===== src/hw/rtl/ledps_pkg.sv =====
`default_nettype none

package ledps_pkg;

    localparam int PATTERN_STEPS_DEF = 16;
    localparam int TIME_BITS_DEF     = 32;

    localparam int INTERVAL_BITS  = 16;
    localparam int CFG_INDEX_BITS = 1;

    localparam logic [INTERVAL_BITS-1:0] STARTUP_INTERVAL_RST  = 16'd100;
    localparam logic [INTERVAL_BITS-1:0] STANDARD_INTERVAL_RST = 16'd200;

    localparam logic [CFG_INDEX_BITS-1:0] CFG_STARTUP_INTERVAL  = 1'd0;
    localparam logic [CFG_INDEX_BITS-1:0] CFG_STANDARD_INTERVAL = 1'd1;

    localparam logic [1:0] SRC_MAIN  = 2'd0;
    localparam logic [1:0] SRC_CLOCK = 2'd1;

    localparam logic [3:0] SIG_BANG    = 4'd0;
    localparam logic [3:0] SIG_CLK_IN  = 4'd1;
    localparam logic [3:0] SIG_CLK_OUT = 4'd2;
    localparam logic [3:0] SIG_SET1    = 4'd3;
    localparam logic [3:0] SIG_SET16   = 4'd7;

    localparam logic [7:0] LEVEL_FULL = 8'd255;
    localparam logic [7:0] LEVEL_OFF  = 8'd0;

    typedef enum logic [2:0] {
        MODE_STARTUP = 3'd0,
        MODE_CLOCK   = 3'd1,
        MODE_NONE    = 3'd2,
        MODE_CONF1   = 3'd3,
        MODE_CONF2   = 3'd4,
        MODE_CONF4   = 3'd5,
        MODE_CONF8   = 3'd6,
        MODE_CONF16  = 3'd7
    } mode_t;

    typedef struct packed {
        logic  drop;
        mode_t mode_next;
        mode_t follow_next;
    } step_ctl_t;

    localparam logic [7:0] PATTERN_ROM [6][16] = '{
        '{8'd12, 8'd35, 8'd80, 8'd255, 8'd0, 8'd255, 8'd0, 8'd255,
          8'd0, 8'd255, 8'd0, 8'd0, 8'd0, 8'd255, 8'd0, 8'd255},
        '{8'd35, 8'd80, 8'd35, 8'd0, 8'd255, 8'd0, 8'd0, 8'd0,
          8'd0, 8'd0, 8'd0, 8'd0, 8'd0, 8'd0, 8'd0, 8'd0},
        '{8'd35, 8'd80, 8'd35, 8'd0, 8'd255, 8'd0, 8'd255, 8'd0,
          8'd0, 8'd0, 8'd0, 8'd0, 8'd0, 8'd0, 8'd0, 8'd0},
        '{8'd35, 8'd80, 8'd35, 8'd0, 8'd255, 8'd255, 8'd0, 8'd0,
          8'd0, 8'd0, 8'd0, 8'd0, 8'd0, 8'd0, 8'd0, 8'd0},
        '{8'd35, 8'd80, 8'd35, 8'd0, 8'd255, 8'd255, 8'd0, 8'd255,
          8'd255, 8'd0, 8'd0, 8'd0, 8'd0, 8'd0, 8'd0, 8'd0},
        '{8'd35, 8'd80, 8'd35, 8'd0, 8'd255, 8'd255, 8'd0, 8'd255,
          8'd255, 8'd0, 8'd255, 8'd255, 8'd0, 8'd255, 8'd255, 8'd0}
    };

    function automatic logic [7:0] pattern_level(mode_t m, logic [3:0] idx);
        logic [7:0] level;
        level = LEVEL_OFF;
        case (m)
            MODE_STARTUP: level = PATTERN_ROM[0][idx];
            MODE_CONF1:   level = PATTERN_ROM[1][idx];
            MODE_CONF2:   level = PATTERN_ROM[2][idx];
            MODE_CONF4:   level = PATTERN_ROM[3][idx];
            MODE_CONF8:   level = PATTERN_ROM[4][idx];
            MODE_CONF16:  level = PATTERN_ROM[5][idx];
            default:      level = LEVEL_OFF;
        endcase
        return level;
    endfunction

endpackage

`default_nettype wire


===== src/hw/rtl/ledps_step.sv =====
`default_nettype none

module ledps_step
    import ledps_pkg::*;
#(
    parameter int PATTERN_STEPS = PATTERN_STEPS_DEF,
    parameter int TIME_BITS     = TIME_BITS_DEF,
    localparam int STEP_BITS    = $clog2(PATTERN_STEPS)
) (
    input  var mode_t                    mode,
    input  var mode_t                    follow_mode,
    input  wire logic [STEP_BITS-1:0]    step_index,
    input  wire logic [TIME_BITS-1:0]    deadline_ms,
    input  wire logic [1:0]              req_type,
    input  wire logic [3:0]              event_signal,
    input  wire logic [31:0]             now_ms,
    input  wire logic [INTERVAL_BITS-1:0] startup_interval,
    input  wire logic [INTERVAL_BITS-1:0] standard_interval,
    output step_ctl_t                    ctl,
    output logic [STEP_BITS-1:0]         step_next,
    output logic [TIME_BITS-1:0]         deadline_next,
    output logic [7:0]                   brightness
);

    localparam int IDX_BITS = (STEP_BITS > 4) ? STEP_BITS : 4;

    logic [TIME_BITS-1:0] now_t;
    logic [TIME_BITS-1:0] due_startup;
    logic [TIME_BITS-1:0] due_standard;
    logic [IDX_BITS-1:0]  step_wide;
    logic [3:0]           rom_idx;
    logic                 is_set;
    mode_t                picked;
    mode_t                confirm;

    assign now_t        = TIME_BITS'(now_ms);
    assign due_startup  = now_t + TIME_BITS'(startup_interval);
    assign due_standard = now_t + TIME_BITS'(standard_interval);
    assign step_wide    = IDX_BITS'(step_index);
    assign rom_idx      = step_wide[3:0];

    always_comb
    begin
        is_set = (req_type == SRC_CLOCK) && (event_signal inside {[SIG_SET1:SIG_SET16]});
        picked = mode_t'(3'(event_signal - SIG_SET1 + 4'(MODE_CONF1)));
        confirm = is_set ? picked : MODE_NONE;

        ctl.drop = ((deadline_ms > now_t) && (req_type == SRC_MAIN) &&
                    (event_signal == SIG_BANG)) ||
                   ((mode != MODE_CLOCK) && (req_type == SRC_CLOCK) &&
                    ((event_signal == SIG_CLK_IN) || (event_signal == SIG_CLK_OUT)));

        ctl.follow_next = follow_mode;
        ctl.mode_next   = mode;
        deadline_next   = due_startup;
        brightness      = LEVEL_OFF;
        picked          = confirm;

        case (mode)
            MODE_STARTUP:
            begin
                brightness      = pattern_level(mode, rom_idx);
                ctl.follow_next = MODE_NONE;
                picked          = MODE_NONE;
            end
            MODE_CLOCK:
            begin
                picked = (event_signal != SIG_CLK_IN) ? confirm : MODE_NONE;
                if ((req_type == SRC_CLOCK) && (event_signal == SIG_CLK_IN))
                begin
                    brightness = LEVEL_FULL;
                end
                deadline_next = due_standard;
            end
            MODE_NONE:
            begin
                picked = confirm;
            end
            default:
            begin
                picked          = confirm;
                ctl.follow_next = MODE_CLOCK;
                deadline_next   = due_standard;
                brightness      = pattern_level(mode, rom_idx);
            end
        endcase

        if ((picked != MODE_NONE) && (picked != mode))
        begin
            step_next     = '0;
            ctl.mode_next = picked;
        end
        else if (step_index >= STEP_BITS'(PATTERN_STEPS - 1))
        begin
            step_next     = '0;
            ctl.mode_next = ctl.follow_next;
        end
        else
        begin
            step_next = step_index + STEP_BITS'(1);
        end
    end

endmodule

`default_nettype wire


===== src/hw/rtl/led_pattern_mode_sequencer.sv =====
// LED pattern mode sequencer.
// Input stream (s_*): one event per request, fields packed in s_tdata.
// Output stream (m_*): one brightness result per event that is not dropped;
// an early main bang and a stray clock in/out outside clock mode give none.
// Configuration channel (cfg_*): index 0 startup interval, 1 standard
// interval; always ready, writes take effect at the next edge.
// An accepted event waits in the input register until its result moves to
// the output register, which drives m_tvalid; a stalled output delays this.
// Throughput: one event per cycle unless the output stalls; the mode state
// updates as an emitted (not dropped) event leaves the input register, so
// the next event sees it immediately.
// A stalled m_tready holds the result; the input register still fills, and
// s_tready drops once both registers are full (dropped events still drain).
// Reset: mode startup, follow-on mode none, step zero, deadline zero,
// intervals 100 and 200 ms, both registers empty.
`default_nettype none

module led_pattern_mode_sequencer
    import ledps_pkg::*;
#(
    parameter int PATTERN_STEPS = PATTERN_STEPS_DEF,
    parameter int TIME_BITS     = TIME_BITS_DEF
) (
    input  wire logic                      clk,
    input  wire logic                      rst_n,
    input  wire logic                      s_tvalid,
    output logic                           s_tready,
    // req_type[1:0], event_signal[5:2], now_ms[37:6], zero[39:38]
    input  wire logic [39:0]               s_tdata,
    output logic                           m_tvalid,
    input  wire logic                      m_tready,
    // brightness[7:0], mode_now[10:8], zero[15:11]
    output logic [15:0]                    m_tdata,
    input  wire logic                      cfg_valid,
    output logic                           cfg_ready,
    input  wire logic [CFG_INDEX_BITS-1:0] cfg_index,
    input  wire logic [INTERVAL_BITS-1:0]  cfg_data
);

    localparam int STEP_BITS = $clog2(PATTERN_STEPS);

    logic                      in_valid_reg;
    logic [1:0]                req_type_reg;
    logic [3:0]                event_signal_reg;
    logic [31:0]               now_ms_reg;
    logic                      out_valid_reg;
    logic [7:0]                brightness_reg;
    mode_t                     mode_now_reg;
    logic [INTERVAL_BITS-1:0]  startup_interval_reg;
    logic [INTERVAL_BITS-1:0]  standard_interval_reg;
    mode_t                     mode_reg;
    mode_t                     follow_mode_reg;
    logic [STEP_BITS-1:0]      step_index_reg;
    logic [TIME_BITS-1:0]      deadline_ms_reg;

    step_ctl_t                 ctl;
    logic [STEP_BITS-1:0]      step_next;
    logic [TIME_BITS-1:0]      deadline_next;
    logic [7:0]                brightness_next;
    logic                      advance;
    logic                      emit;

    assign advance   = in_valid_reg && (ctl.drop || !out_valid_reg || m_tready);
    assign emit      = advance && !ctl.drop;
    assign s_tready  = !in_valid_reg || advance;
    assign m_tvalid  = out_valid_reg;
    assign m_tdata   = {5'd0, mode_now_reg, brightness_reg};
    assign cfg_ready = 1'b1;

    ledps_step #(
        .PATTERN_STEPS(PATTERN_STEPS),
        .TIME_BITS    (TIME_BITS)
    ) u_step (
        .mode             (mode_reg),
        .follow_mode      (follow_mode_reg),
        .step_index       (step_index_reg),
        .deadline_ms      (deadline_ms_reg),
        .req_type         (req_type_reg),
        .event_signal     (event_signal_reg),
        .now_ms           (now_ms_reg),
        .startup_interval (startup_interval_reg),
        .standard_interval(standard_interval_reg),
        .ctl              (ctl),
        .step_next        (step_next),
        .deadline_next    (deadline_next),
        .brightness       (brightness_next)
    );

    always_ff @(posedge clk or negedge rst_n)
    begin
        if (!rst_n)
        begin
            in_valid_reg          <= 1'b0;
            out_valid_reg         <= 1'b0;
            startup_interval_reg  <= STARTUP_INTERVAL_RST;
            standard_interval_reg <= STANDARD_INTERVAL_RST;
            mode_reg              <= MODE_STARTUP;
            follow_mode_reg       <= MODE_NONE;
            step_index_reg        <= '0;
            deadline_ms_reg       <= '0;
        end
        else
        begin
            if (s_tready)
            begin
                in_valid_reg <= s_tvalid;
            end

            if (emit)
            begin
                out_valid_reg <= 1'b1;
            end
            else if (m_tready)
            begin
                out_valid_reg <= 1'b0;
            end

            if (emit)
            begin
                mode_reg        <= ctl.mode_next;
                follow_mode_reg <= ctl.follow_next;
                step_index_reg  <= step_next;
                deadline_ms_reg <= deadline_next;
            end

            if (cfg_valid && cfg_ready)
            begin
                case (cfg_index)
                    CFG_STARTUP_INTERVAL:  startup_interval_reg  <= cfg_data;
                    CFG_STANDARD_INTERVAL: standard_interval_reg <= cfg_data;
                    default:               ;
                endcase
            end
        end
    end

    always_ff @(posedge clk)
    begin
        if (s_tvalid && s_tready)
        begin
            req_type_reg     <= s_tdata[1:0];
            event_signal_reg <= s_tdata[5:2];
            now_ms_reg       <= s_tdata[37:6];
        end
        if (emit)
        begin
            brightness_reg <= brightness_next;
            mode_now_reg   <= ctl.mode_next;
        end
    end

endmodule

`default_nettype wire

===== config.mk =====
export PLATFORM = sky130hd
export DESIGN_NAME = led_pattern_mode_sequencer
export DESIGN_NICKNAME = d
export VERILOG_FILES = /design/src/hw/rtl/ledps_pkg.sv /design/src/hw/rtl/ledps_step.sv /design/src/hw/rtl/led_pattern_mode_sequencer.sv
export SDC_FILE = /design/constraint.sdc
export NUM_CORES = 1
export LEC_CHECK = 0
export ABC_CLOCK_PERIOD_IN_PS = 5750
export BUFFER_PORTS_ARGS = -buffer_cell sky130_fd_sc_hd__buf_2
export CORE_MARGIN = 1.5
export CORE_UTILIZATION = 60
export DETAILED_ROUTE_END_ITERATION = 12
export PLACE_DENSITY = 0.91
export SYNTH_ARGS = -nofsm -noshare
export SYNTH_HDL_FRONTEND = slang
export SYNTH_HIERARCHICAL = 1
export SYNTH_SLANG_ARGS = --single-unit

===== constraint.sdc =====
create_clock -name clk -period 5.75 [get_ports clk]
set_clock_uncertainty 0.2 [all_clocks]
set_input_delay 1.725 -clock clk [delete_from_list [all_inputs] [get_ports clk]]
set_output_delay 1.725 -clock clk [all_outputs]
set_load 0.005 [all_outputs]

Yosys cells after proc, flatten, opt, wreduce, memory -nomap -nowiden

Memory sizes are Yosys's and may differ from the RTL's.
Index checks and enable logic that the tools add are counted.

Bits in registers: 125
Bits in read-only memories: 768
Bits of input ports: 62
Output and inout bits: 19
Memories: 6

Add/sub/neg operators: 5
$lt $le $gt $ge: 5
Equal/unequal tests: 14
Multiplexer cells: 26
Bitwise gates (word level): 2
Reduce and logical (&&, ||, !) cells: 27

Memories:

| memory           | words | bits a word | rd ports | clocked after Yosys merged registers in | wr ports | line            | source |
|---|---|---|---|---|---|---|---|
| (name not given) | 16    | 8           | 1        | 0                                       | 0        | ledps_pkg.sv:69 | `MODE_CONF8: level = PATTERN_ROM[4][idx];` |
| (name not given) | 16    | 8           | 1        | 0                                       | 0        | ledps_pkg.sv:70 | `MODE_CONF16: level = PATTERN_ROM[5][idx];` |
| (name not given) | 16    | 8           | 1        | 0                                       | 0        | ledps_pkg.sv:65 | `MODE_STARTUP: level = PATTERN_ROM[0][idx];` |
| (name not given) | 16    | 8           | 1        | 0                                       | 0        | ledps_pkg.sv:66 | `MODE_CONF1: level = PATTERN_ROM[1][idx];` |
| (name not given) | 16    | 8           | 1        | 0                                       | 0        | ledps_pkg.sv:67 | `MODE_CONF2: level = PATTERN_ROM[2][idx];` |
| (name not given) | 16    | 8           | 1        | 0                                       | 0        | ledps_pkg.sv:68 | `MODE_CONF4: level = PATTERN_ROM[3][idx];` |

Operators by type and width:

| kind                  | number |
|---|---|
| $mux W8               | 13 |
| $add A32 B16 Y32      | 2 |
| $pmux W8 S5           | 1 |
| $gt A32 B32 Y1        | 1 |
| $mux W32              | 1 |
| $pmux W8 S3           | 1 |
| $eq A3 B3 Y1 const B  | 4 |
| $mux W3               | 4 |
| $pmux W3 S2           | 2 |
| $logic_and A1 B1 Y1   | 11 |
| $mux W4               | 2 |
| $eq A3 B2 Y1 const B  | 2 |
| $ge A5 B5 Y1 const B  | 1 |
| $logic_or A1 B1 Y1    | 5 |
| $not A4 Y5            | 1 |
| $add A4 B1 Y4 const B | 1 |
| $eq A4 B1 Y1 const B  | 1 |
| $eq A4 B2 Y1 const B  | 1 |
| $ge A4 B2 Y1 const B  | 1 |
| $ge A4 B4 Y1 const B  | 1 |
| $le A4 B3 Y1 const B  | 1 |
| $logic_not A4 Y1      | 1 |
| $ne A4 B1 Y1 const B  | 1 |
| $reduce_and A2 Y1     | 2 |
| other kinds (14)      | 18 |

Longest topological paths before layout

Depth in word-level cells: 9
Gate-level depth with buffers: 13
Depth with buffers taken out: 12

Hierarchy

The synthesis kept the hierarchy.

Modules (own cells, without submodules):

| module                     | times used | cells each | area each (um^2) |
|---|---|---|---|
| led_pattern_mode_sequencer | 1          | 225        | 4606.9 |
| ledps_step                 | 1          | 415        | 2979.1 |

Worst setup path after synthesis

Ideal clock, no wire load.

Kind: input port to flip-flop
From: input port m_tready
To: register event_signal_reg[0] (enable)
Setup time: 438 ps
Arrival: 3597 ps
Data required time: 5112 ps
Setup slack: 1515 ps
Stages: 3
Path through: nand2b_4 > nor2_1 > nor2b_1

Word-level cells in the longest chain between the ends: 4

RTL lines:

| what                 | line                              | source |
|---|---|---|
| from (decl)          | led_pattern_mode_sequencer.sv:31  | `input wire logic m_tready,` |
| $logic_or A1 B1 Y1   | led_pattern_mode_sequencer.sv:63  | `assign advance = in_valid_reg && (ctl.drop \|\| !out_valid_reg \|\| m_tready);` |
| $logic_and A1 B1 Y1  | led_pattern_mode_sequencer.sv:63  |  |
| $logic_or A1 B1 Y1   | led_pattern_mode_sequencer.sv:65  | `assign s_tready = !in_valid_reg \|\| advance;` |
| $logic_and A1 B1 Y1  | led_pattern_mode_sequencer.sv:139 | `if (s_tvalid && s_tready)` |
| to (signal assigned) | led_pattern_mode_sequencer.sv:142 | `event_signal_reg <= s_tdata[5:2];` |
| to (decl)            | led_pattern_mode_sequencer.sv:44  | `logic [3:0] event_signal_reg;` |

Every way passes these cells.
A chain may end at the register's enable or synchronous reset.

==> PnR_summary.wiki <==
{| class="wikitable"
! Metric !! Value
|-
| Outcome || finished, final reports clean
|-
| Total wire length after detailed routing || 15700 microns
|-
| Hold violation count in the final report || 0
|-
| Number of cells upsized or downsized after cts || 0
|-
| Number of buffers added by the clock tree synthesis step || 17
|-
| NumNets Final || 820
|-
| Average cell area after synthesis || 11.9 sq um
|-
| Number of port buffers || 72
|-
| Ordered list of cells on the worst path || nor2_1 > a21oi_1 > a211oi_1 > o211ai_1 > o32a_1 > nand2b_4 > nor2_1 > inv_1 > buf_2
|-
| Die boundary height || 115 microns
|-
| Int Pwr || 0.00258 W
|-
| Clk Tree Root Cell || clkbuf_16
|-
| Clock Tree Buf Depth || 2
|-
| Max-capacitance violation count || 0
|-
| Global router's overall resource usage || 25.0%
|-
| Residual DRC count || 0
|-
| Period Utilization, post-route || 86.4%
|-
| Crit Path Class || flop to primary output
|-
| Type of the worst min-delay path || flop to flop
|-
| Initial standard-cell utilization of the core || 62.4%
|-
| Setup repair after global routing missed its margin || no
|-
| Kind of start point of the critical path || flop
|-
| Die X-Extent || 115 microns
|-
| Final std cell area, no fill || 8500 sq um
|-
| Power density normalized to cell area || 464 nW/um^2
|-
| Static Leakage || 3.77 nW
|-
| Wire length of the first global-routing pass || 25400 microns
|-
| Distinct cell type count of the synthesized netlist || 75
|-
| Accumulated negative setup slack || 0 ns
|-
| Post-synthesis sequential area ratio || 44.6%
|-
| Number of levels the H-tree was split into || 4
|-
| Critical path capture point type || primary output
|-
| Worst reg2reg startpoint || mode_reg[0]$_DFFE_PN0P_
|-
| Final setup viols || 0
|-
| Pin slew with the least headroom to its limit || 1.13 ns
|-
| Peak clock frequency supported by timing || 201 MHz
|-
| Number of cells produced by synthesis || 640
|-
| Fraction of power consumed by the clock network || 25.4%
|-
| Primary flip-flop cell chosen by synthesis mapping || dfrtp_1
|-
| Synth-to-layout area growth || 12.1%
|-
| Switching share of total power || 34.5%
|-
| FFs w/ async S/R, synth || 60.8%
|-
| Endpoint required time on the critical path || 3.83 ns
|-
| CP Buf/Inv Count || 2
|-
| Maximum VDD drop || 0.278 mV
|-
| Avg WL per Cell || 17.7 microns
|-
| Number of placement rows || 40
|-
| Max stage delay on crit path || 0.65 ns
|-
| FF+latch count, synth || 125
|-
| Kind of cell with the highest combined delay on the critical path || compound AO/OA/AOI/OAI gates
|-
| Max stage delay cell, worst path || dfrtp_1
|-
| Placed cell areas || 7940 sq um
|-
| Sink count of the clock tree || 125
|-
| Total power of the final layout || 0.00394 W
|-
| Via count of the first global-routing pass || 5249
|-
| Count of flip-flops with a built-in enable after synthesis || 49
|-
| Data arrival at the endpoint of the critical path || 3.04 ns
|-
| Final critical-path required period || 4.97 ns
|-
| GRT Residual Overflow || 0
|-
| Synth warnings || 6
|-
| Sw power || 0.00136 W
|-
| Antenna violations before repair || 0
|-
| Pin count of the biggest net entering global routing || 46
|-
| DR vias || 5234
|-
| Routability cong. || 0.881
|-
| Core outline area || 12200 sq um
|-
| Clock slew at reported path FFs || 0.06 ns
|-
| Fill cell count || 832
|-
| Part of the total power dissipated in sequential elements || 34.5%
|-
| Cell occurring most often along the worst timing path || nor2_1
|-
| Post-detailed-placement half-perimeter wirelength || 10900 microns
|-
| Area enclosed by the die boundary || 13300 sq um
|-
| Slew Viols, Final || 0
|-
| Share of cells above drive strength 1 || 30.5%
|-
| Io pins || 81
|-
| Clock latency reported for the late side of the worst-skew pair || 0.42 ns
|-
| Largest driver fanout on the critical path || 19
|-
| Remaining antenna violation count || 0
|-
| Post-CTS Hold Buffers || 0
|-
| Worst setup path startpoint || mode_reg[1]$_DFFE_PN0P_
|-
| TritonCTS clock tree || done
|-
| Max_slew headroom || 24.7%
|-
| Combinational share of power || 40.1%
|-
| Beginning of the worst hold path || standard_interval_reg[13]$_DFFE_PN0P_
|-
| Antenna diode count || 0
|-
| Post-CTS setup buffer count || 0
|-
| Total iterations of the first detailed-routing run || 7
|-
| Post-Syn Area || 7590 sq um
|-
| Via/cell ratio || 5.91
|-
| Iteration-0 DRC Markers || 364
|}
==> per-stage QoR <==
step / utilization, % / setup WS [ns] / hold WS (ns) / std cells
final: 69.9 / 0.782 / 0.300 / 886
after global routing: 69.9 / 0.611 / 0.309 / 886
after CTS: 69.9 / 0.791 / 0.300 / 886
after detailed placement: 65.3 / 1.26 / 0.290 / 854
after global placement: 65.3 / 1.35 / 0.283 / 854
after floorplan: - / 1.52 / 0.273 / 644
==> cell usage after synthesis, drive strengths merged, types with 2 or more instances <==
master | number | share of area [%]
dfrtp | 69 | 23
and4 | 2 | 0.23
o21a | 2 | 0.20
edfxtp | 49 | 19
ha | 52 | 8.6
o311ai | 4 | 0.46
a221oi | 2 | 0.23
xor2 | 7 | 0.81
conb | 2 | 0.099
nand4 | 5 | 0.41
a31oi | 4 | 0.53
o31ai | 3 | 0.30
o21ai | 24 | 1.6
nand3 | 9 | 0.59
nor3 | 8 | 0.53
xnor2 | 26 | 3.0
o21bai | 5 | 0.49
buf | 26 | 3.2
nor4 | 2 | 0.16
or3 | 2 | 0.16
inv | 45 | 2.2
nor2b | 7 | 0.68
nor3b | 2 | 0.35
nand2b | 8 | 0.86
a21boi | 5 | 0.54
nor2 | 24 | 1.2
or4 | 3 | 0.35
dfstp | 7 | 2.4
a211oi | 7 | 0.69
nand2 | 33 | 1.6
mux2 | 92 | 16
a21oi | 43 | 3.0
o211a | 2 | 0.26
mux2i | 3 | 0.40
a21o | 9 | 0.89
o2111ai | 7 | 0.89
a2111oi | 2 | 0.31
and3 | 5 | 0.41
a31o | 2 | 0.23
o211ai | 7 | 0.87
and2 | 2 | 0.18
clkbuf | 7 | 0.36
==> path summary, 6_finish.rpt <==
kind / endpoint / slack [ns] / cells past startpoint
max in group asynchronous: deadline_ms_reg[11]$_DFFE_PN0P_ / 3.12 / 2
setup / recovery: s_tready / 0.78 / 9
hold reg to reg: standard_interval_reg[13]$_DFFE_PN0P_ / 0.30 / 1
hold / removal: standard_interval_reg[13]$_DFFE_PN0P_ / 0.30 / 1
setup reg to reg: deadline_ms_reg[20]$_DFFE_PN0P_ / 1.65 / 13
min in group asynchronous: startup_interval_reg[3]$_DFFE_PN0P_ / 1.16 / 1
==> metal layers <==
| layer | global-route usage (%) | part of all wire, % | up-vias | routed length (microns) |
|---|---|---|---|---|
| li1 | - | - | 2457 | - |
| met1 | 29.6 | 41 | 2544 | 6390 |
| met2 | 43.1 | 51 | 192 | 8030 |
| met3 | 6.54 | 5.3 | 41 | 832 |
| met4 | 10.9 | 2.7 | 0 | 423 |
| met5 | 0 | 0 | - | 0 |
==> power by group through the flow <==
stage	combinational (W)	sequential (W)	clock (W)
after detailed placement	0.00153	0.00136	0
final	0.00158	0.00136	0.00100
after global placement	0.00145	0.00135	0
after floorplan	0.00133	0.00127	0
after CTS	0.00156	0.00136	0.00102
after global routing	0.00173	0.00139	0.00106
==> cell families after synthesis <==
group	share of synthesized area, %
AOI/OAI and AO/OA	12.6
other	0.0990
muxes	16.0
adders and majority gates	8.84
xor gates and xnor gates	3.81
and+or+nand+nor	8.21
DFF	44.6
buffers and inverters	5.87
==> layout make-up <==
| cell class | instances | area [sq um] | area share (%) |
|---|---|---|---|
| Multi-Input combinational cell | 440 | 3780 | 44.5 |
| Sequential cell | 125 | 3380 | 39.8 |
| Timing Repair Buffer | 75 | 395 | 4.65 |
| Clock inverter | 7 | 63.8 | 0.751 |
| Clock buffer | 25 | 495 | 5.83 |
| Inverter | 46 | 173 | 2.03 |
| Tap cell | 168 | 210 | 2.47 |
==> cell usage in the layout (no fill, tap or decap), types with 7 or more instances in the layout <==
| cell | Yosys | routed |
|---|---|---|
| buf_2 | 8 | 72 |
| dfrtp_1 | 69 | 69 |
| mux2_2 | 53 | 53 |
| ha_1 | 52 | 52 |
| edfxtp_1 | 49 | 49 |
| inv_1 | 45 | 45 |
| a21oi_1 | 42 | 42 |
| mux2_4 | 39 | 39 |
| nand2_1 | 33 | 33 |
| xnor2_1 | 26 | 26 |
| nor2_1 | 24 | 24 |
| o21ai_0 | 23 | 23 |
| clkbuf_16 | 0 | 17 |
| a21o_1 | 9 | 9 |
| nand3_1 | 9 | 9 |
| nor3_1 | 8 | 8 |
| dfstp_2 | 7 | 7 |
| a211oi_1 | 7 | 7 |
| xor2_1 | 7 | 7 |
No activity file was read; power rests on OpenSTA's default activity.
